File: src/rtl/rcf_pkg.sv
// ============================================================================
// rcf_pkg - shared types, palette and channel helpers for the color fader
// Holds the fixed palette, the divider request/response structs and the
// controller state type.
// ============================================================================
`default_nettype none

package rcf_pkg;

    localparam int unsigned STEP_W  = 16;
    localparam int unsigned SEG_W   = 4;
    localparam int unsigned COLOR_W = 32;
    localparam int unsigned CHAN_W  = 8;

    localparam logic [COLOR_W-1:0] WORK_COLOR = 32'h0000_FF00;

    // Register indexes on the configuration port
    localparam logic CFG_FLOW_STEPS = 1'b0;
    localparam logic CFG_WORK_STEPS = 1'b1;

    localparam logic [STEP_W-1:0] FLOW_STEPS_RST = 16'd1000;
    localparam logic [STEP_W-1:0] WORK_STEPS_RST = 16'd100;

    typedef enum logic [1:0] {
        ST_IDLE,
        ST_DIV,
        ST_HOLD
    } t_state;

    typedef struct packed {
        logic              start;
        logic [STEP_W-1:0] k;
        logic [STEP_W-1:0] n;
    } t_div_req;

    typedef struct packed {
        logic              done;
        logic [CHAN_W-1:0] quot;
        logic              rem_nz;
    } t_div_res;

    function automatic logic [COLOR_W-1:0] palette(input logic [SEG_W-1:0] idx);
        logic [COLOR_W-1:0] c;
        case (idx)
            4'd0:    c = 32'hFF00_00FF;
            4'd1:    c = 32'h0000_FF00;
            4'd2:    c = 32'hFFFF_0000;
            4'd3:    c = 32'h0000_00FF;
            4'd4:    c = 32'hFF00_FF00;
            4'd5:    c = 32'h00FF_0000;
            default: c = 32'hFF00_0000;
        endcase
        return c;
    endfunction

    // Every palette byte is 0x00 or 0xFF, so a channel either holds, ramps up
    // as floor(255k/n) or ramps down as 255 - ceil(255k/n).
    function automatic logic [CHAN_W-1:0] lerp_byte(
        input logic [CHAN_W-1:0] a,
        input logic [CHAN_W-1:0] b,
        input logic [CHAN_W-1:0] q,
        input logic              rnz
    );
        logic [CHAN_W-1:0] v;
        if (a == b) begin
            v = a;
        end else if (b > a) begin
            v = q;
        end else begin
            v = 8'hFF - q - {{(CHAN_W-1){1'b0}}, rnz};
        end
        return v;
    endfunction

endpackage

`default_nettype wire

File: src/rtl/rcf_div.sv
// ============================================================================
// rcf_div - bit-serial restoring divider
// Computes floor(255*k / n) and flags a nonzero remainder, one quotient bit
// per cycle.
// ============================================================================
`default_nettype none

module rcf_div (
    input  wire                 i_clk,
    input  wire                 i_rst_n,
    input  rcf_pkg::t_div_req   i_req,
    output rcf_pkg::t_div_res   o_res
);

    localparam int unsigned DVD_W = rcf_pkg::STEP_W + rcf_pkg::CHAN_W;
    localparam int unsigned CNT_W = $clog2(DVD_W);
    localparam logic [CNT_W-1:0] CNT_LAST = CNT_W'(DVD_W - 1);

    logic [DVD_W-1:0]          r_dvd, n_dvd;
    logic [rcf_pkg::STEP_W-1:0] r_rem, n_rem;
    logic [rcf_pkg::STEP_W-1:0] r_dsr;
    logic [CNT_W-1:0]          r_cnt;
    logic                      r_busy;
    logic                      r_done;

    logic [rcf_pkg::STEP_W:0]   w_trial;
    logic [rcf_pkg::STEP_W+1:0] w_diff;
    logic                       w_ge;

    assign w_trial = {r_rem, r_dvd[DVD_W-1]};
    assign w_diff  = {1'b0, w_trial} - {2'b00, r_dsr};
    assign w_ge    = ~w_diff[rcf_pkg::STEP_W+1];

    always_comb begin
        if (i_req.start) begin
            // 255*k = (k << 8) - k
            n_dvd = {i_req.k, {rcf_pkg::CHAN_W{1'b0}}}
                  - {{rcf_pkg::CHAN_W{1'b0}}, i_req.k};
            n_rem = '0;
        end else if (r_busy) begin
            n_dvd = {r_dvd[DVD_W-2:0], w_ge};
            n_rem = w_ge ? w_diff[rcf_pkg::STEP_W-1:0] : w_trial[rcf_pkg::STEP_W-1:0];
        end else begin
            n_dvd = r_dvd;
            n_rem = r_rem;
        end
    end

    always_ff @(posedge i_clk) begin
        r_dvd <= n_dvd;
        r_rem <= n_rem;
        if (i_req.start) begin
            r_dsr <= i_req.n;
        end
    end

    always_ff @(posedge i_clk) begin
        if (!i_rst_n) begin
            r_busy <= 1'b0;
            r_done <= 1'b0;
            r_cnt  <= '0;
        end else begin
            r_done <= 1'b0;
            if (i_req.start) begin
                r_busy <= 1'b1;
                r_cnt  <= '0;
            end else if (r_busy) begin
                r_cnt <= r_cnt + 1'b1;
                if (r_cnt == CNT_LAST) begin
                    r_busy <= 1'b0;
                    r_done <= 1'b1;
                end
            end
        end
    end

    assign o_res.done   = r_done;
    assign o_res.quot   = r_dvd[rcf_pkg::CHAN_W-1:0];
    assign o_res.rem_nz = |r_rem;

    a_no_start_busy: assert property (@(posedge i_clk) disable iff (!i_rst_n)
        r_busy |-> !i_req.start)
        else $error("divider restarted while busy");

    a_done_after_busy: assert property (@(posedge i_clk) disable iff (!i_rst_n)
        r_done |-> $past(r_busy) && !r_busy)
        else $error("done without a finished run");

    a_quot_fits: assert property (@(posedge i_clk) disable iff (!i_rst_n)
        r_done |-> r_dvd[DVD_W-1:rcf_pkg::CHAN_W] == '0)
        else $error("quotient exceeds one channel");

    a_rem_below_dsr: assert property (@(posedge i_clk) disable iff (!i_rst_n)
        r_done |-> r_rem < r_dsr)
        else $error("remainder not below divisor");

endmodule

`default_nettype wire

File: src/rtl/rgb_color_flow_fader_core.sv
// ============================================================================
// rgb_color_flow_fader_core - palette color flow with a work-mode alpha ramp
// ----------------------------------------------------------------------------
// One request on the s_axis channel is one millisecond tick; tdata bit 0 is
// the work-mode flag. Each tick yields exactly one ARGB result on m_axis:
// tdata = {4'b0, segment_now[3:0], argb[31:0]}, tuser = in_work_fade.
// Flow mode walks the palette, interpolating each channel over flow_steps
// ticks; work mode ramps alpha over pure green across work_steps ticks.
// Tick state is updated at acceptance; the channel values come from a single
// bit-serial divider that resolves one quotient bit per cycle for 255*k / n.
// s_axis_tready is high only in the idle state, so a new tick is taken only
// once the previous result has been loaded into the output register.
// The result sits in an output register, so the next tick is accepted while
// it waits; if the receiver stalls, the following result holds in the core
// and s_axis_tready stays low until the output register frees.
// Synchronous active-low reset returns to flow segment 0, step 0, restores
// flow_steps = 1000 and work_steps = 100, and drops m_axis_tvalid.
// Configuration writes (i_cfg_we, i_cfg_addr, i_cfg_wdata) take effect at the
// edge they are presented and are intended only while the core is idle.
// ============================================================================
`default_nettype none

module rgb_color_flow_fader_core #(
    parameter int unsigned PALETTE_LENGTH = 6
) (
    input  wire         i_clk,
    input  wire         i_rst_n,
    // configuration
    input  wire         i_cfg_we,
    input  wire         i_cfg_addr,
    input  wire  [15:0] i_cfg_wdata,
    // tick requests
    input  wire         s_axis_tvalid,
    output logic        s_axis_tready,
    input  wire  [7:0]  s_axis_tdata,   // [0] work_mode, [7:1] zero
    // color results
    output logic        m_axis_tvalid,
    input  wire         m_axis_tready,
    output logic [39:0] m_axis_tdata,   // [31:0] argb, [35:32] segment_now, [39:36] zero
    output logic        m_axis_tuser    // [0] in_work_fade
);

    localparam int unsigned SEG_W = rcf_pkg::SEG_W;
    localparam int unsigned STP_W = rcf_pkg::STEP_W;
    localparam logic [SEG_W:0]   PAL_LEN  = (SEG_W+1)'(PALETTE_LENGTH);
    localparam logic [SEG_W-1:0] PAL_LAST = SEG_W'(PALETTE_LENGTH - 1);

    rcf_pkg::t_state r_state, n_state;

    logic [STP_W-1:0] r_flow_steps, r_work_steps;
    logic             r_fading;
    logic [SEG_W-1:0] r_seg;
    logic [STP_W-1:0] r_step;

    logic             r_work;
    logic [SEG_W-1:0] r_seg_out;
    logic [rcf_pkg::COLOR_W-1:0] r_from, r_to;

    logic             r_m_valid;
    logic [rcf_pkg::COLOR_W-1:0] r_m_argb;
    logic [SEG_W-1:0] r_m_seg;
    logic             r_m_user;

    logic             w_accept, w_out_free, w_load;
    logic             w_work_now;
    logic [STP_W-1:0] w_n, w_k;
    logic [STP_W:0]   w_k_raw;
    logic             w_last;
    logic [SEG_W-1:0] w_seg_c, w_seg_to;
    logic [SEG_W:0]   w_seg_inc;
    logic             w_wrap;
    logic [rcf_pkg::COLOR_W-1:0] w_argb;

    rcf_pkg::t_div_req w_req;
    rcf_pkg::t_div_res w_res;

    // ---------------------------------------------------------------- tick math
    assign w_accept   = s_axis_tvalid && s_axis_tready;
    assign w_work_now = r_fading || s_axis_tdata[0];

    always_comb begin
        if (w_work_now) begin
            w_n = (r_work_steps == '0) ? STP_W'(1) : r_work_steps;
        end else begin
            w_n = (r_flow_steps == '0) ? STP_W'(1) : r_flow_steps;
        end
        // entering the work ramp restarts the step count
        w_k_raw = (r_fading || !w_work_now) ? ({1'b0, r_step} + 1'b1) : (STP_W+1)'(1);
        w_last  = w_k_raw >= {1'b0, w_n};
        w_k     = w_last ? w_n : w_k_raw[STP_W-1:0];
    end

    assign w_seg_c   = ({1'b0, r_seg} >= PAL_LEN) ? PAL_LAST : r_seg;
    assign w_seg_inc = {1'b0, w_seg_c} + 1'b1;
    assign w_wrap    = w_seg_inc >= PAL_LEN;
    assign w_seg_to  = w_wrap ? '0 : w_seg_inc[SEG_W-1:0];

    // ---------------------------------------------------------------- config
    always_ff @(posedge i_clk) begin
        if (!i_rst_n) begin
            r_flow_steps <= rcf_pkg::FLOW_STEPS_RST;
            r_work_steps <= rcf_pkg::WORK_STEPS_RST;
        end else if (i_cfg_we) begin
            case (i_cfg_addr)
                rcf_pkg::CFG_FLOW_STEPS: r_flow_steps <= i_cfg_wdata;
                rcf_pkg::CFG_WORK_STEPS: r_work_steps <= i_cfg_wdata;
                default:                 r_flow_steps <= r_flow_steps;
            endcase
        end
    end

    // ---------------------------------------------------------------- tick state
    always_ff @(posedge i_clk) begin
        if (!i_rst_n) begin
            r_fading <= 1'b0;
            r_seg    <= '0;
            r_step   <= '0;
        end else if (w_accept) begin
            if (w_work_now) begin
                r_seg    <= '0;
                r_fading <= !w_last;
                r_step   <= w_last ? '0 : w_k;
            end else begin
                r_step <= w_last ? '0 : w_k;
                r_seg  <= w_last ? w_seg_to : w_seg_c;
            end
        end
    end

    always_ff @(posedge i_clk) begin
        if (w_accept) begin
            r_work    <= w_work_now;
            r_seg_out <= w_work_now ? '0 : w_seg_c;
            r_from    <= rcf_pkg::palette(w_seg_c);
            r_to      <= rcf_pkg::palette(w_seg_to);
        end
    end

    // ---------------------------------------------------------------- divider
    assign w_req.start = w_accept;
    assign w_req.k     = w_k;
    assign w_req.n     = w_n;

    rcf_div u_div (
        .i_clk   (i_clk),
        .i_rst_n (i_rst_n),
        .i_req   (w_req),
        .o_res   (w_res)
    );

    // ---------------------------------------------------------------- control
    assign w_out_free = !r_m_valid || m_axis_tready;

    always_comb begin
        n_state = r_state;
        case (r_state)
            rcf_pkg::ST_IDLE: if (w_accept)    n_state = rcf_pkg::ST_DIV;
            rcf_pkg::ST_DIV:  if (w_res.done)  n_state = w_out_free ? rcf_pkg::ST_IDLE
                                                                    : rcf_pkg::ST_HOLD;
            rcf_pkg::ST_HOLD: if (w_out_free)  n_state = rcf_pkg::ST_IDLE;
            default:                           n_state = rcf_pkg::ST_IDLE;
        endcase
    end

    always_comb begin
        s_axis_tready = 1'b0;
        w_load        = 1'b0;
        case (r_state)
            rcf_pkg::ST_IDLE: s_axis_tready = 1'b1;
            rcf_pkg::ST_DIV:  w_load        = w_res.done && w_out_free;
            rcf_pkg::ST_HOLD: w_load        = w_out_free;
            default:          s_axis_tready = 1'b0;
        endcase
    end

    always_ff @(posedge i_clk) begin
        if (!i_rst_n) begin
            r_state <= rcf_pkg::ST_IDLE;
        end else begin
            r_state <= n_state;
        end
    end

    // ---------------------------------------------------------------- result
    always_comb begin
        if (r_work) begin
            w_argb = {w_res.quot, rcf_pkg::WORK_COLOR[23:0]};
        end else begin
            for (int i = 0; i < 4; i++) begin
                w_argb[i*8 +: 8] = rcf_pkg::lerp_byte(r_from[i*8 +: 8], r_to[i*8 +: 8],
                                                      w_res.quot, w_res.rem_nz);
            end
        end
    end

    always_ff @(posedge i_clk) begin
        if (!i_rst_n) begin
            r_m_valid <= 1'b0;
        end else if (w_load) begin
            r_m_valid <= 1'b1;
        end else if (m_axis_tready) begin
            r_m_valid <= 1'b0;
        end
    end

    always_ff @(posedge i_clk) begin
        if (w_load) begin
            r_m_argb <= w_argb;
            r_m_seg  <= r_seg_out;
            r_m_user <= r_work;
        end
    end

    assign m_axis_tvalid = r_m_valid;
    assign m_axis_tdata  = {4'b0000, r_m_seg, r_m_argb};
    assign m_axis_tuser  = r_m_user;

    a_no_accept_busy: assert property (@(posedge i_clk) disable iff (!i_rst_n)
        w_res.done |-> r_state == rcf_pkg::ST_DIV)
        else $error("divider finished outside a tick");

    a_work_seg_zero: assert property (@(posedge i_clk) disable iff (!i_rst_n)
        r_m_valid && r_m_user |-> r_m_seg == '0)
        else $error("work ramp result carries a segment");

    a_seg_in_range: assert property (@(posedge i_clk) disable iff (!i_rst_n)
        w_accept |=> {1'b0, r_seg} < PAL_LEN)
        else $error("segment index left the palette");

endmodule

`default_nettype wire
File: config.mk
export PLATFORM = sky130hd
export DESIGN_NAME = rgb_color_flow_fader_core
export DESIGN_NICKNAME = d
export VERILOG_FILES = /design/src/rtl/rcf_pkg.sv /design/src/rtl/rcf_div.sv /design/src/rtl/rgb_color_flow_fader_core.sv
export SDC_FILE = /design/constraint.sdc
export NUM_CORES = 1
export LEC_CHECK = 0
export BUFFER_PORTS_ARGS = -buffer_cell sky130_fd_sc_hd__clkbuf_2
export CAP_MARGIN = 10
export CORE_MARGIN = 8
export CORE_UTILIZATION = 40
export CTS_BUF_LIST = sky130_fd_sc_hd__clkbuf_4 sky130_fd_sc_hd__clkbuf_8
export CTS_CLUSTER_SIZE = 24
export DETAILED_ROUTE_END_ITERATION = 7
export HOLD_SLACK_MARGIN = 0.03
export PLACE_DENSITY = 0.68
export SLEW_MARGIN = 10
export SYNTH_ARGS = -nofsm -noshare
export SYNTH_HDL_FRONTEND = slang
export SYNTH_HIERARCHICAL = 1
export SYNTH_SLANG_ARGS = --single-unit
File: constraint.sdc
create_clock -name i_clk -period 4.7 [get_ports i_clk]
set_input_delay 0 -clock i_clk [delete_from_list [all_inputs] [get_ports i_clk]]
set_output_delay 0 -clock i_clk [all_outputs]
set_load 0.01 [all_outputs]
* After elaboration in Yosys (flattened, before gate mapping) *
Index checks and enable logic that the tools add are counted.

cells by class
  order comparisons = 7
  $add $sub $neg = 7
  bitwise logic cells = 4
  reductions and logical operators = 22
  equality and inequality tests = 20
  muxes and demuxes = 37

operators by type and width
  cell                     number
  $pmux W32 S6             2
  $mux W16                 6
  $mux W8                  8
  $mux W24                 2
  $eq A8 B8 Y1             4
  $gt A8 B8 Y1             4
  $logic_not A16 Y1        2
  $mux W32                 1
  $sub A24 B16 Y24         1
  $sub A17 B16 Y18         1
  $add A16 B1 Y17 const B  1
  $ge A17 B16 Y1           1
  $mux W17                 1
  $eq A4 B2 Y1 const B     4
  $eq A4 B3 Y1 const B     4
  $mux W4                  4
  $reduce_or A16 Y1        1
  $eq A4 B1 Y1 const B     2
  $logic_not A4 Y1         2
  $mux W2                  4
  $sub A8 B1 Y8            1
  $sub A8 B8 Y8 const A    1
  $mux W1                  7
  $pmux W2 S3              1
  other kinds (20)         32

storage, ports and cells
  logic and storage cells = 118
  input bits = 30
  output and inout port bits = 43
  bits in registers = 225

* Depth between registers and ports, before layout *
Gate-level depths: netlist of run 1.

  depth after elaboration = 8
  depth in mapped cells = 22

* Cells and area by module *
The synthesis of run 1 kept the hierarchy.

modules (own cells, without submodules)
  module                     seq. area each (sq um)  cells each  times used  area each (sq um)
  rgb_color_flow_fader_core  2622.5                  654         1           6114.6
  rcf_div                    1661.6                  399         1           3958.8

* Worst setup path before layout of run 1 *
No wires, ideal clock.

  path kind = flip-flop to flip-flop
  start = register r_step[6]
  end = register u_div.r_dvd[23], data pin
  arrival time = 4489 ps
  clock period less this slack = 4760 ps
  setup slack = -60 ps
  required time = 4430 ps
  library setup time = 270 ps
  cell stages (with the launch flop) = 22
  cell sequence = dfxtp_1 > and4_4 > and4_4 > and3_1 > xnor2_1 > nor2_1 > ha_1 > nand4_1 > nor2_1 > a22oi_1 > o41ai_4 > a21boi_4 > buf_12 > mux2_4 > inv_1 > ha_1 > a41o_1 > a31oi_4 > o21ai_2 > a2111oi_2 > xnor2_1 > a21oi_1

on the way
  longest elaborated chain between the ends = 6

ends and longest elaborated chain
  item                    RTL line                          RTL
  from (decl)             rgb_color_flow_fader_core.sv:53   logic [STP_W-1:0] r_step;
  from (signal assigned)  rgb_color_flow_fader_core.sv:122  r_step <= w_last ? '0 : w_k;
  from (signal assigned)  rgb_color_flow_fader_core.sv:124  r_step <= w_last ? '0 : w_k;
  $add A16 B1 Y17 *       rgb_color_flow_fader_core.sv:88   w_k_raw = (r_fading || !w_work_now) ? ({1'b0, r_step} + 1'b1) : (STP_W+1)'(1);
  $mux W17 *              rgb_color_flow_fader_core.sv:88
  $ge A17 B16 Y1          rgb_color_flow_fader_core.sv:89   w_last = w_k_raw >= {1'b0, w_n};
  $mux W16 *              rgb_color_flow_fader_core.sv:90   w_k = w_last ? w_n : w_k_raw[STP_W-1:0];
  via w_k[8]              rgb_color_flow_fader_core.sv:66   logic [STP_W-1:0] w_n, w_k;
  $sub A24 B16 Y24 *      rcf_div.sv:38                     - {{rcf_pkg::CHAN_W{1'b0}}, i_req.k};
  $mux W24 *              rcf_div.sv:35                     if (i_req.start) begin
  via u_div.n_dvd[23]     rcf_div.sv:19                     logic [DVD_W-1:0] r_dvd, n_dvd;
  to (signal assigned)    rcf_div.sv:50                     r_dvd <= n_dvd;
  to (decl)               rcf_div.sv:19

Mark *: on every way through the listed nets, which the timed path passes. The rest lies on a longest branch.
A chain may end at the register's enable or synchronous reset.

* Worst setup path after layout of run 1 *
  start = register r_step[2]
  end = register u_div.r_dvd[23], data pin

The elaborated chain is that of the path after synthesis.

==> summary.md, run 1 <==
| Metric | Value |
|---|---|
| Status | finished, violations left |
| Failing checks | negative setup slack |
| Antenna diode count | 0 |
| Chip width | roughly 170 µm |
| Dominant synthesized flop cell | edfxtp_1 |
| Max-cap violations | 0 |
| Startpoint types | flop |
| Iter 0 DRT Violations | between 500 and 600 |
| Worst Path Arrival | 4.94 ns |
| First-pass GRT wire length | 37,700 µm |
| Slowest CP cell | a2111oi_4 |
| Port buffer count | 61 |
| HP Class | primary input to flop |
| Crit path buf inv count | 2 |
| CORE AREA | 25,000 µm² |
| DRC errors left | 0 |
| CTS tree | built |
| Flop pwr share | ~48% |
| Final Max Tran Viols | 0 |
| Area post-placement | 11,000 µm² |
| Clock Latency Late Sink | 0.46 ns |
| Leading cell type in the layout, fill and taps excluded | nor2_1 |
| Switching Power | approximately 1100 µW |
| RePlAce Congestion | 0.921 |
| Most frequent cells in the layout | nor2_1 (112), nand2_1 (109), edfxtp_1 (90), dfxtp_1 (75), buf_4 (71) |
| CTS Buf Count | 17 |
| Total Power | 3630 µW |
| Clock sink total | 169 |
| Post-synth ARST share | 0% |
| Die H | 175 µm |
| Largest net degree at the start of global routing | 61 |
| Vias in the first global route | 7,445 |
| Setup ws final | -0.0605 ns |
| Cells after Synth | about 1,100 |
| Slew at the pin closest to its max-slew limit | roughly 1.1 ns |
| Synth warn | 6 |
| Syn Area/Cell | about 9.6 µm² |
| Cell Pwr Density | 299 nW/µm² |
| Final setup skew | 0.0167 ns |
| FF+latch count, synth | 169 |
| Initial antenna violation count | 0 |
| WL final | 23,900 µm |
| Max clock buf depth | 2 |
| Worst path cell trace | and3_4 > and3_4 > and3_4 > xnor2_2 > nor2_1 > ha_1 > a21oi_2 > o21ai_2 > a22oi_2 > o41ai_4 > a21boi_4 > clkbuf_16 > mux2_4 > inv_1 > ha_4 > a21oi_1 > o21ai_2 > a31oi_4 > o21ai_4 > a2111oi_4 > xnor2_1 > a21oi_1 |
| Internal power | 2540 µW |
| Gate power share | 20.5% |
| Synth cell types | 74 |
| Setup crit end kind | flop |
| Ports | 73 |
| Initial Util | between 40% and 50% |
| CP max FO | 7 |
| Layout Nets | roughly 1,300 |
| Setup-failing EPs final | 7 |
| Synthesis-to-finish area growth | 20.7% |
| Tmin final | ~4.8 ns |
| Synthesized area | 10,100 µm² |
| Total die area | between 30,000 and 40,000 µm² |
| Rel. slew slack | 24.5% |
| Clock power share | 31.5% |
| Routed wire per std cell | approximately 16 µm |
| Reg clk slew, reported paths | about 0.10 ns |
| Avg Vias per Cell | 5.26 |
| Remaining global-route overflow | 0 |
| Design area | 12,200 µm² |
| EDFF count, synth | 90 |
| Routed Antenna Nets | 0 |
| GR Util All Layers | 14.9% |
| Layout cells sized above 1 | 23.5% |
| WS Path Type | flop to flop |
| Drt pass-1 iters | 5 |
| Sw Ratio | 30.0% |
| Hold Violations, Final | 0 |
| Max Clock Freq | 210 MHz |
| DR vias | 7,960 |
| RSZ-0062 raised after global routing | yes |
| Clk root buf | clkbuf_8 |
| Critical Path RT | 4.88 ns |
| Max VDD drop | 0.151 mV |
| Leak | 0.00499 µW |
| Std cell rows | 58 |
| Dpl hpwl | approximately 17,000 µm |
| CP delay by family, top | compound AO/OA/AOI/OAI gates |
| H-tree depth | 4 |
| Fin crit share | 101% |
| Cell mode on critical path | and3_4 |
| Largest stage delay, worst path | 0.37 ns |
| Seq/Total Area, Yosys | 42.5% |
## power groups by stage
stage	clock (µW)	combinational (µW)	sequential, µW
floorplan	0	560	1730
global placement	0	671	1770
detailed placement	0	683	1770
CTS	1180	704	1740
global route	1230	831	1760
finish	1150	744	1740
## through the flow
stage	setup WS (ns)	hold WS, ns	TNS, ns	utilization (%)	cells
after floorplan	0.0300	0.124	0	-	1057
after global placement	0.0989	0.227	0	44.0	1446
after detailed placement	-0.0800	0.233	-0.429	44.0	1446
after CTS	-0.0131	0.0757	-0.0312	46.8	1501
after global routing	-0.260	0.143	-1.93	48.7	1513
final	-0.0605	0.0990	-0.308	48.7	1513
## worst paths after layout
path,startpoint,cells past startpoint,slack (ns),endpoint
worst max-delay path,r_step[2]$_SDFFE_PN0P_,22,-0.06,u_div/r_dvd[23]$_DFFE_PP_
worst min-delay path,i_cfg_addr,4,0.1,r_flow_steps[2]$_SDFFE_PN0P_
worst max register to register,r_step[2]$_SDFFE_PN0P_,22,-0.06,u_div/r_dvd[23]$_DFFE_PP_
worst min register to register,r_seg_out[3]$_SDFFCE_PN0P_,0,0.43,r_m_seg[3]$_DFFE_PP_
## worst min-delay path: stages
cell and delay, ns:
clkbuf_2 0.10, nor2b_1 0.22, nand2_1 0.13, a21boi_0 0.06
## Yosys cell counts (13+ instances only)
library cell	number	area share [%]
nor2_1	115	4.3
nand2_1	111	4.1
edfxtp_1	90	27
dfxtp_1	79	16
ha_1	57	7.1
inv_1	55	2.0
a21oi_1	45	2.2
o21ai_0	43	2.1
xor2_1	41	3.6
clkbuf_1	37	1.4
xnor2_1	31	2.7
a21boi_0	24	1.8
mux2i_1	24	2.4
nand3_1	21	1.0
mux2_2	20	2.2
and3_1	17	1.1
a32o_1	16	1.6
nand2b_1	16	0.99
buf_4	15	1.1
mux2_4	13	1.9
nor3_1	13	0.65
## layer usage
| metal | global-route usage, % | share of wire, % | vias up | wire length, µm |
|---|---|---|---|---|
| li1 | - | - | 3967 | - |
| met5 | 0 | 0 | - | 0 |
| met3 | 3.15 | 4.6 | 33 | 1110 |
| met1 | 19.6 | 46 | 3767 | 11000 |
| met4 | 4.59 | 2.0 | 0 | 473 |
| met2 | 24.2 | 47 | 193 | 11300 |
## final cells by class
type                            instances  area [µm²]
Sequential cell                       169        4290
Multi-Input combinational cell        765        5630
Inverter                               56         215
Tap cell                              330         413
Clock inverter                         15         209
Clock buffer                           17         234
Timing Repair Buffer                  161        1160
Fill cell                            2324       12800
## registers in the layout, summed over array words and instances (netlist names), 4 cells and up
register      count
r_m_argb         32
u_div/r_dvd      24
r_flow_steps     16
r_step           16
r_work_steps     16
u_div/r_dsr      16
u_div/r_rem      16
u_div/r_cnt       5
r_from            4
r_m_seg           4
r_seg             4
r_seg_out         4
r_to              4
## logic make-up (layout without fill, tap and decap cells)
kind of cell / count (synthesis) / count (layout) / synth area share [%]
simple gates: 358 / 358 / 16.5
compound gates: 215 / 215 / 15.5
flops: 169 / 169 / 42.5
buf+inv: 123 / 249 / 5.43
xor+xnor: 72 / 72 / 6.26
fa+ha+maj: 58 / 58 / 7.28
mux: 57 / 57 / 6.56
other cells: 1 / 5 / 0.0372
## timing repair
item	CTS	global route
setup buffers	1	11
gates cloned	0	1
hold endpoints to repair	37	0
setup endpoints to repair	7	13
hold buffers	22	0
pin swaps	5	37
gates resized for setup	6	77
No activity file was read; power rests on OpenSTA's default activity.
==> run 2, diff against run 1 <==
--- a/config.mk
+++ b/config.mk
@@ -7,13 +7,13 @@
 export LEC_CHECK = 0
 export BUFFER_PORTS_ARGS = -buffer_cell sky130_fd_sc_hd__clkbuf_2
 export CAP_MARGIN = 10
-export CORE_MARGIN = 8
+export CORE_MARGIN = 3
 export CORE_UTILIZATION = 40
 export CTS_BUF_LIST = sky130_fd_sc_hd__clkbuf_4 sky130_fd_sc_hd__clkbuf_8
 export CTS_CLUSTER_SIZE = 24
 export DETAILED_ROUTE_END_ITERATION = 7
 export HOLD_SLACK_MARGIN = 0.03
-export PLACE_DENSITY = 0.68
+export PLACE_DENSITY = 0.66
 export SLEW_MARGIN = 10
 export SYNTH_ARGS = -nofsm -noshare
 export SYNTH_HDL_FRONTEND = slang
==> constraint.sdc (replaced) <==
create_clock -name i_clk -period 5.6 [get_ports i_clk]
set_input_delay 0 -clock i_clk [delete_from_list [all_inputs] [get_ports i_clk]]
set_output_delay 0 -clock i_clk [all_outputs]
set_load 0.01 [all_outputs]
==> run 2 against run 1 <==
- the flow now finishes without violations
- cell area fell by 7.4%
- worst setup slack better by 0.44 ns
- sequential cell count unchanged
- critical path type unchanged
- first-iteration DRC count down 18%
- non-clock buffer count is 62 lower
==> summary.md, run 2 (synthesized netlist as in run 1, its figures left out) <==
| Metric | Value |
|---|---|
| Startpoint types | flop |
| Routed Antenna Nets | 0 |
| Slew at the pin closest to its max-slew limit | around 1.1 ns |
| Port buffer count | just over 60 |
| Reg clk slew, reported paths | 0.11 ns |
| Final Util | 45.9% |
| Leading cell type in the layout, fill and taps excluded | nor2_1 |
| Slowest CP cell | dfxtp_1 |
| Final-layout fill cell count | 2,344 |
| DR vias | 7,669 |
| Setup-failing EPs final | 0 |
| Largest stage delay, worst path | 0.43 ns |
| Critical Path RT | 5.80 ns |
| Max clock buf depth | 2 |
| Iter 0 DRT Violations | around 470 |
| WS Path Type | flop to flop |
| Synthesis-to-finish area growth | 11.8% |
| Worst Path Arrival | 5.41 ns |
| Avg Vias per Cell | 5.31 |
| CTS tree | built |
| Fin crit share | 93.2% |
| H-tree depth | 4 |
| Ports | 73 |
| Initial antenna violation count | 0 |
| Post-CTS setup buffer count | 0 |
| Top reg by flops | r_m_argb |
| Initial Util | 41.1% |
| Layout cells sized above 1 | between 10% and 20% |
| Final setup skew | about 0.026 ns |
| Max-cap violations | 0 |
| Max Clock Freq | 192 MHz |
| DRC errors left | 0 |
| Die H | 165 µm |
| Largest net degree at the start of global routing | between 60 and 70 |
| Cell Pwr Density | 261 nW/µm² |
| First-pass GRT wire length | 35,800 µm |
| Clock Latency Late Sink | approximately 0.48 ns |
| Remaining global-route overflow | 0 |
| Most frequent cells in the layout | nor2_1 (114), nand2_1 (111), edfxtp_1 (90), dfxtp_1 (79), clkbuf_2 (61) |
| Final Max Tran Viols | 0 |
| Worst path cell trace | and4_4 > and4_4 > and3_1 > xnor2_1 > nor2_1 > ha_1 > nand4_1 > nor2_1 > a22oi_1 > o41ai_4 > a21boi_4 > buf_6 > mux2_2 > ha_1 > a41o_1 > a31oi_4 > o21ai_2 > a2111oi_2 > xnor2_1 > a21oi_1 |
| Placed Cells | 1,390 |
| Clk root buf | clkbuf_8 |
| Setup crit end kind | flop |
| Std cell rows | 57 |
| Finished Layout Cells | 1,445 |
| HP Class | primary input to flop |
| CORE AREA | 24,500 µm² |
| Chip width | 165 µm |
| Hold Violations, Final | 0 |
| CP max FO | 17 |
| Dpl hpwl | 16,200 µm |
| Largest register FFs | 32 |
| GR Util All Layers | between 10% and 20% |
| Drt pass-1 iters | 5 |
| RSZ-0062 raised after global routing | no |
| Status | finished clean |
| Clock sink total | 169 |
| WL final | roughly 22,000 µm |
| Rel. slew slack | 23.5% |
| Max VDD drop | 0.157 mV |
| Fin Setup TNS | 0 ns |
| Leak | 0.00461 µW |
| Layout Nets | 1,196 |
| CTS Buf Count | 17 |
| RePlAce Congestion | 0.876 |
| Tmin final | 5.22 ns |
| Total die area | 27,100 µm² |
| Routed wire per std cell | approximately 15 µm |
| Largest regs | r_m_argb (32), u_div/r_dvd (24) |
| Vias in the first global route | 7,092 |
| Antenna diode count | 0 |
[run 2: cell types whose count changed in the layout (fill, tap and decap cells not counted), sizes merged]
cell and change:
buf -62, bufinv -3, clkinv +3, clkinvlp -3
inv +3, clkbuf -1, dlygate4sd3 +1
[run 2: cell type report]
class | instances | area (µm²) | share of cell area (%)
repair buffers | 99 | 656 | 5.82
clock buffers | 17 | 234 | 2.08
clock inverters | 15 | 189 | 1.68
inverters | 56 | 210 | 1.87
multi-input cells | 765 | 5280 | 46.9
flip-flops and latches | 169 | 4280 | 38.0
well taps | 324 | 405 | 3.60
[run 2: stage by stage]
step / setup WS [ns] / hold slack (ns) / power [µW] / instance area [µm²]
after CTS: 0.363 / 0.0639 / 2970 / 11200
after floorplan: 0.840 / 0.124 / 1920 / 10100
after global placement: 0.388 / 0.229 / 2030 / 10600
after detailed placement: 0.384 / 0.232 / 2050 / 10600
after global routing: 0.0264 / 0.106 / 3100 / 11300
final: 0.381 / 0.0856 / 2940 / 11300
[run 2: repair_timing]
action | 4_1_cts | 5_1_grt
gates resized for setup | 0 | 6
hold buffers | 23 | 0
endpoints found under the hold margin | 38 | 0
endpoints found under the setup margin | 0 | 3
[run 2: layer usage]
metal	track usage (%)	part of all wire [%]	vias to the layer above
met1	22.5	48	3616
met5	0	0	-
met4	5.22	2.0	0
met2	26.3	46	173
li1	-	-	3856
met3	3.14	4.3	24
[run 2: worst paths after layout]
| kind | startpoint | end | slack [ns] | cells after the start |
|---|---|---|---|---|
| max | r_step[6]$_SDFFE_PN0P_ | u_div/r_dvd[23]$_DFFE_PP_ | 0.38 | 20 |
| min | i_cfg_addr | r_flow_steps[13]$_SDFFE_PN0P_ | 0.09 | 4 |
| max reg2reg | r_step[6]$_SDFFE_PN0P_ | u_div/r_dvd[23]$_DFFE_PP_ | 0.38 | 20 |
| min reg2reg | r_seg_out[1]$_SDFFCE_PN0P_ | r_m_seg[1]$_DFFE_PP_ | 0.43 | 0 |
[run 2: power by group]
group | total (µW) | internal (µW) | switching (µW)
sequential | 1460 | 1400 | 65.3
clock | 906 | 351 | 555
combinational | 573 | 241 | 332
[run 2: worst max-delay path: cells and delay by family (launching register included)]
kind	cells	cell delay [ns]
mux	1	0.42
buf+inv	1	0.21
fa+ha+maj	2	0.67
compound gates	8	1.83
simple gates	6	1.13
xor+xnor	2	0.24
flops	1	0.43
==> run 3, diff against run 2 <==
--- a/config.mk
+++ b/config.mk
@@ -14,6 +14,7 @@
 export DETAILED_ROUTE_END_ITERATION = 7
 export HOLD_SLACK_MARGIN = 0.03
 export PLACE_DENSITY = 0.66
+export REMOVE_ABC_BUFFERS = 1
 export SLEW_MARGIN = 10
 export SYNTH_ARGS = -nofsm -noshare
 export SYNTH_HDL_FRONTEND = slang
==> run 3 against run 2 <==
- worst setup slack got worse by 0.022 ns
- cell area decreased by 0.43%
- critical path depth decreased by 1
- highest routed layer unchanged
- critical endpoint unchanged
- combinational power about the same
- total power decreased by 0.75%
- critical path type unchanged
- first-iteration DRC count increased by 20%
- cell count decreased by 0.28%
- sequential power about the same
- count of clock-buffer cells in the layout unchanged
- clock power decreased by 2.6%
- clock skew increased by 0.0010 ns
==> summary.md, run 3 (synthesized netlist as in run 1, its figures left out) <==
| Metric | Value |
|---|---|
| Die H | between 150 and 200 µm |
| Initial antenna violation count | 0 |
| Max clock buf depth | 2 |
| Area post-placement | 10,600 µm² |
| Clock Latency Late Sink | 0.46 ns |
| Critical Path RT | roughly 5.8 ns |
| Largest net degree at the start of global routing | 69 |
| RePlAce Congestion | 0.865 |
| CP max FO | 10 |
| Hold Violations, Final | 0 |
| Largest regs | r_m_argb (32), u_div/r_dvd (24) |
| Std cell rows | 57 |
| Synthesis-to-finish area growth | 11.3% |
| Startpoint types | flop |
| Port buffer count | slightly above 60 |
| Storage cell area | 4280 µm² |
| R2R cell count | 19 |
| Reg2Reg Launch Point | r_step[7]$_SDFFE_PN0P_ |
| Fin crit share | 93.6% |
| Setup ws final | ~0.36 ns |
| Most frequent cells in the layout | nand2_1 (111), nor2_1 (111), edfxtp_1 (90), dfxtp_1 (79), clkbuf_2 (61) |
| First-pass GRT wire length | 36,500 µm |
| DRC errors left | 0 |
| Chip width | between 150 and 200 µm |
| Routed Antenna Nets | 0 |
| Start point of the worst hold path | i_cfg_addr |
| Design area | 11,200 µm² |
| Leak | around 0.0046 µW |
| DR vias | 7,601 |
| Dpl hpwl | 16,000 µm |
| Remaining global-route overflow | 0 |
| Setup-failing EPs final | 0 |
| Tmin final | 5.24 ns |
| Iter 0 DRT Violations | 568 |
| Ports | 73 |
| Largest register FFs | 32 |
| RSZ-0062 raised after global routing | no |
| Max-cap violations | 0 |
| Pre-CTS setup slack | 0.410 ns |
| Top reg by flops | r_m_argb |
| Total die area | between 20,000 and 30,000 µm² |
| Final-layout fill cell count | 2,386 |
| GR Util All Layers | approximately 17% |
| CORE AREA | 24,500 µm² |
| Reg2reg end | u_div/r_dvd[23]$_DFFE_PP_ |
| Routed wire per std cell | 15.3 µm |
| Slew at the pin closest to its max-slew limit | 1.13 ns |
| Setup crit end kind | flop |
| Post-CTS setup buffer count | 0 |
| Antenna diode count | 0 |
| Final Max Tran Viols | 0 |
| Status | finished clean |
| Clk root buf | clkbuf_8 |
| Final setup skew | 0.0273 ns |
| Fin Setup TNS | 0 ns |
| Avg Vias per Cell | 5.27 |
| Layout Nets | 1,193 |
| Reg clk slew, reported paths | 0.11 ns |
| CTS tree | built |
| Vias in the first global route | 7,367 |
| WS Path Type | flop to flop |
| Max VDD drop | 0.158 mV |
| CTS Buf Count | 17 |
| Max Clock Freq | 191 MHz |
| Layout cells sized above 1 | 14.4% |
| Rel. slew slack | 24.3% |
| Worst Path Arrival | 5.40 ns |
| Initial Util | 41.1% |
| Area occupied by multi-input gates | between 5000 and 6000 µm² |
| HP Class | primary input to flop |
| Cell Pwr Density | 261 nW/µm² |
| Hold EP | r_flow_steps[0]$_SDFFE_PN0P_ |
| Flop2flop setup slack | 0.36 ns |
| WL final | 22,000 µm |
| H-tree depth | 4 |
| Drt pass-1 iters | 5 |
| Hold-critical path depth | 4 |
| Clock sink total | between 150 and 200 |
run 3: changes by cell type in the layout (fill, tap and decap cells not counted), sizes merged:
| cell | change |
|---|---|
| buf | -4 |
| clkinv | -3 |
| clkinvlp | +3 |
| inv | -3 |
| bufinv | +2 |
| dlygate4sd3 | +1 |
run 3: metal layers:
metal,wire length [µm],vias to the layer above,track usage (%)
li1,-,3838,-
met1,10400,3602,23.0
met2,10500,149,27.6
met3,871,12,2.28
met4,157,0,4.16
met5,0,-,0
run 3: worst max-delay path: stages (launching register included):
cell       delay (ns)
dfxtp_1          0.43
and4_4           0.27
and4_4           0.28
and3_1           0.18
xnor2_1          0.13
nor2_2           0.07
ha_1             0.29
nand4_1          0.18
o41ai_4          0.70
a21boi_4         0.14
buf_4            0.21
mux2_4           0.35
ha_1             0.37
a21oi_1          0.15
o21ai_0          0.15
a31oi_4          0.26
o21ai_2          0.13
a2111oi_2        0.40
xnor2_1          0.17
a21oi_1          0.08
run 3: layout make-up:
class | count | share of cell area (%)
Clock buffer | 17 | 2.09
Clock inverter | 14 | 1.46
Inverter | 56 | 1.87
Multi-Input combinational cell | 765 | 47.0
Sequential cell | 169 | 38.2
Tap cell | 324 | 3.62
Timing Repair Buffer | 96 | 5.71
run 3: worst max path at each step:
stage                                end  depth (start not counted)              startpoint
6_report       u_div/r_dvd[23]$_DFFE_PP_                         19  r_step[7]$_SDFFE_PN0P_
5_1_grt        u_div/r_dvd[21]$_DFFE_PP_                         22  r_step[2]$_SDFFE_PN0P_
4_1_cts        u_div/r_dvd[22]$_DFFE_PP_                         22  r_step[0]$_SDFFE_PN0P_
3_5_place_dp   u_div/r_dvd[22]$_DFFE_PP_                         22  r_step[0]$_SDFFE_PN0P_
3_3_place_gp   u_div/r_dvd[22]$_DFFE_PP_                         20  r_step[6]$_SDFFE_PN0P_
2_1_floorplan  u_div/r_dvd[23]$_DFFE_PP_                         19  r_step[6]$_SDFFE_PN0P_
run 3: repair_timing:
item | in CTS | in global routing
gates resized for setup | 0 | 3
endpoints found under the setup margin | 0 | 4
hold endpoints to repair | 36 | 0
hold buffers | 24 | 0
run 3: through the flow:
stage,util [%],power [µW],hold slack [ns],instances
3_3_place_gp,43.1,2040,0.232,1386
3_5_place_dp,43.1,2050,0.230,1386
4_1_cts,45.7,2950,0.0937,1441
2_1_floorplan,-,1900,0.0718,990
5_1_grt,45.7,3080,0.150,1441
6_report,45.7,2920,0.107,1441
run 3: power by group:
group | switching [µW] | internal [µW]
clock network | 477 | 406
registers | 69.2 | 1400
logic | 328 | 243
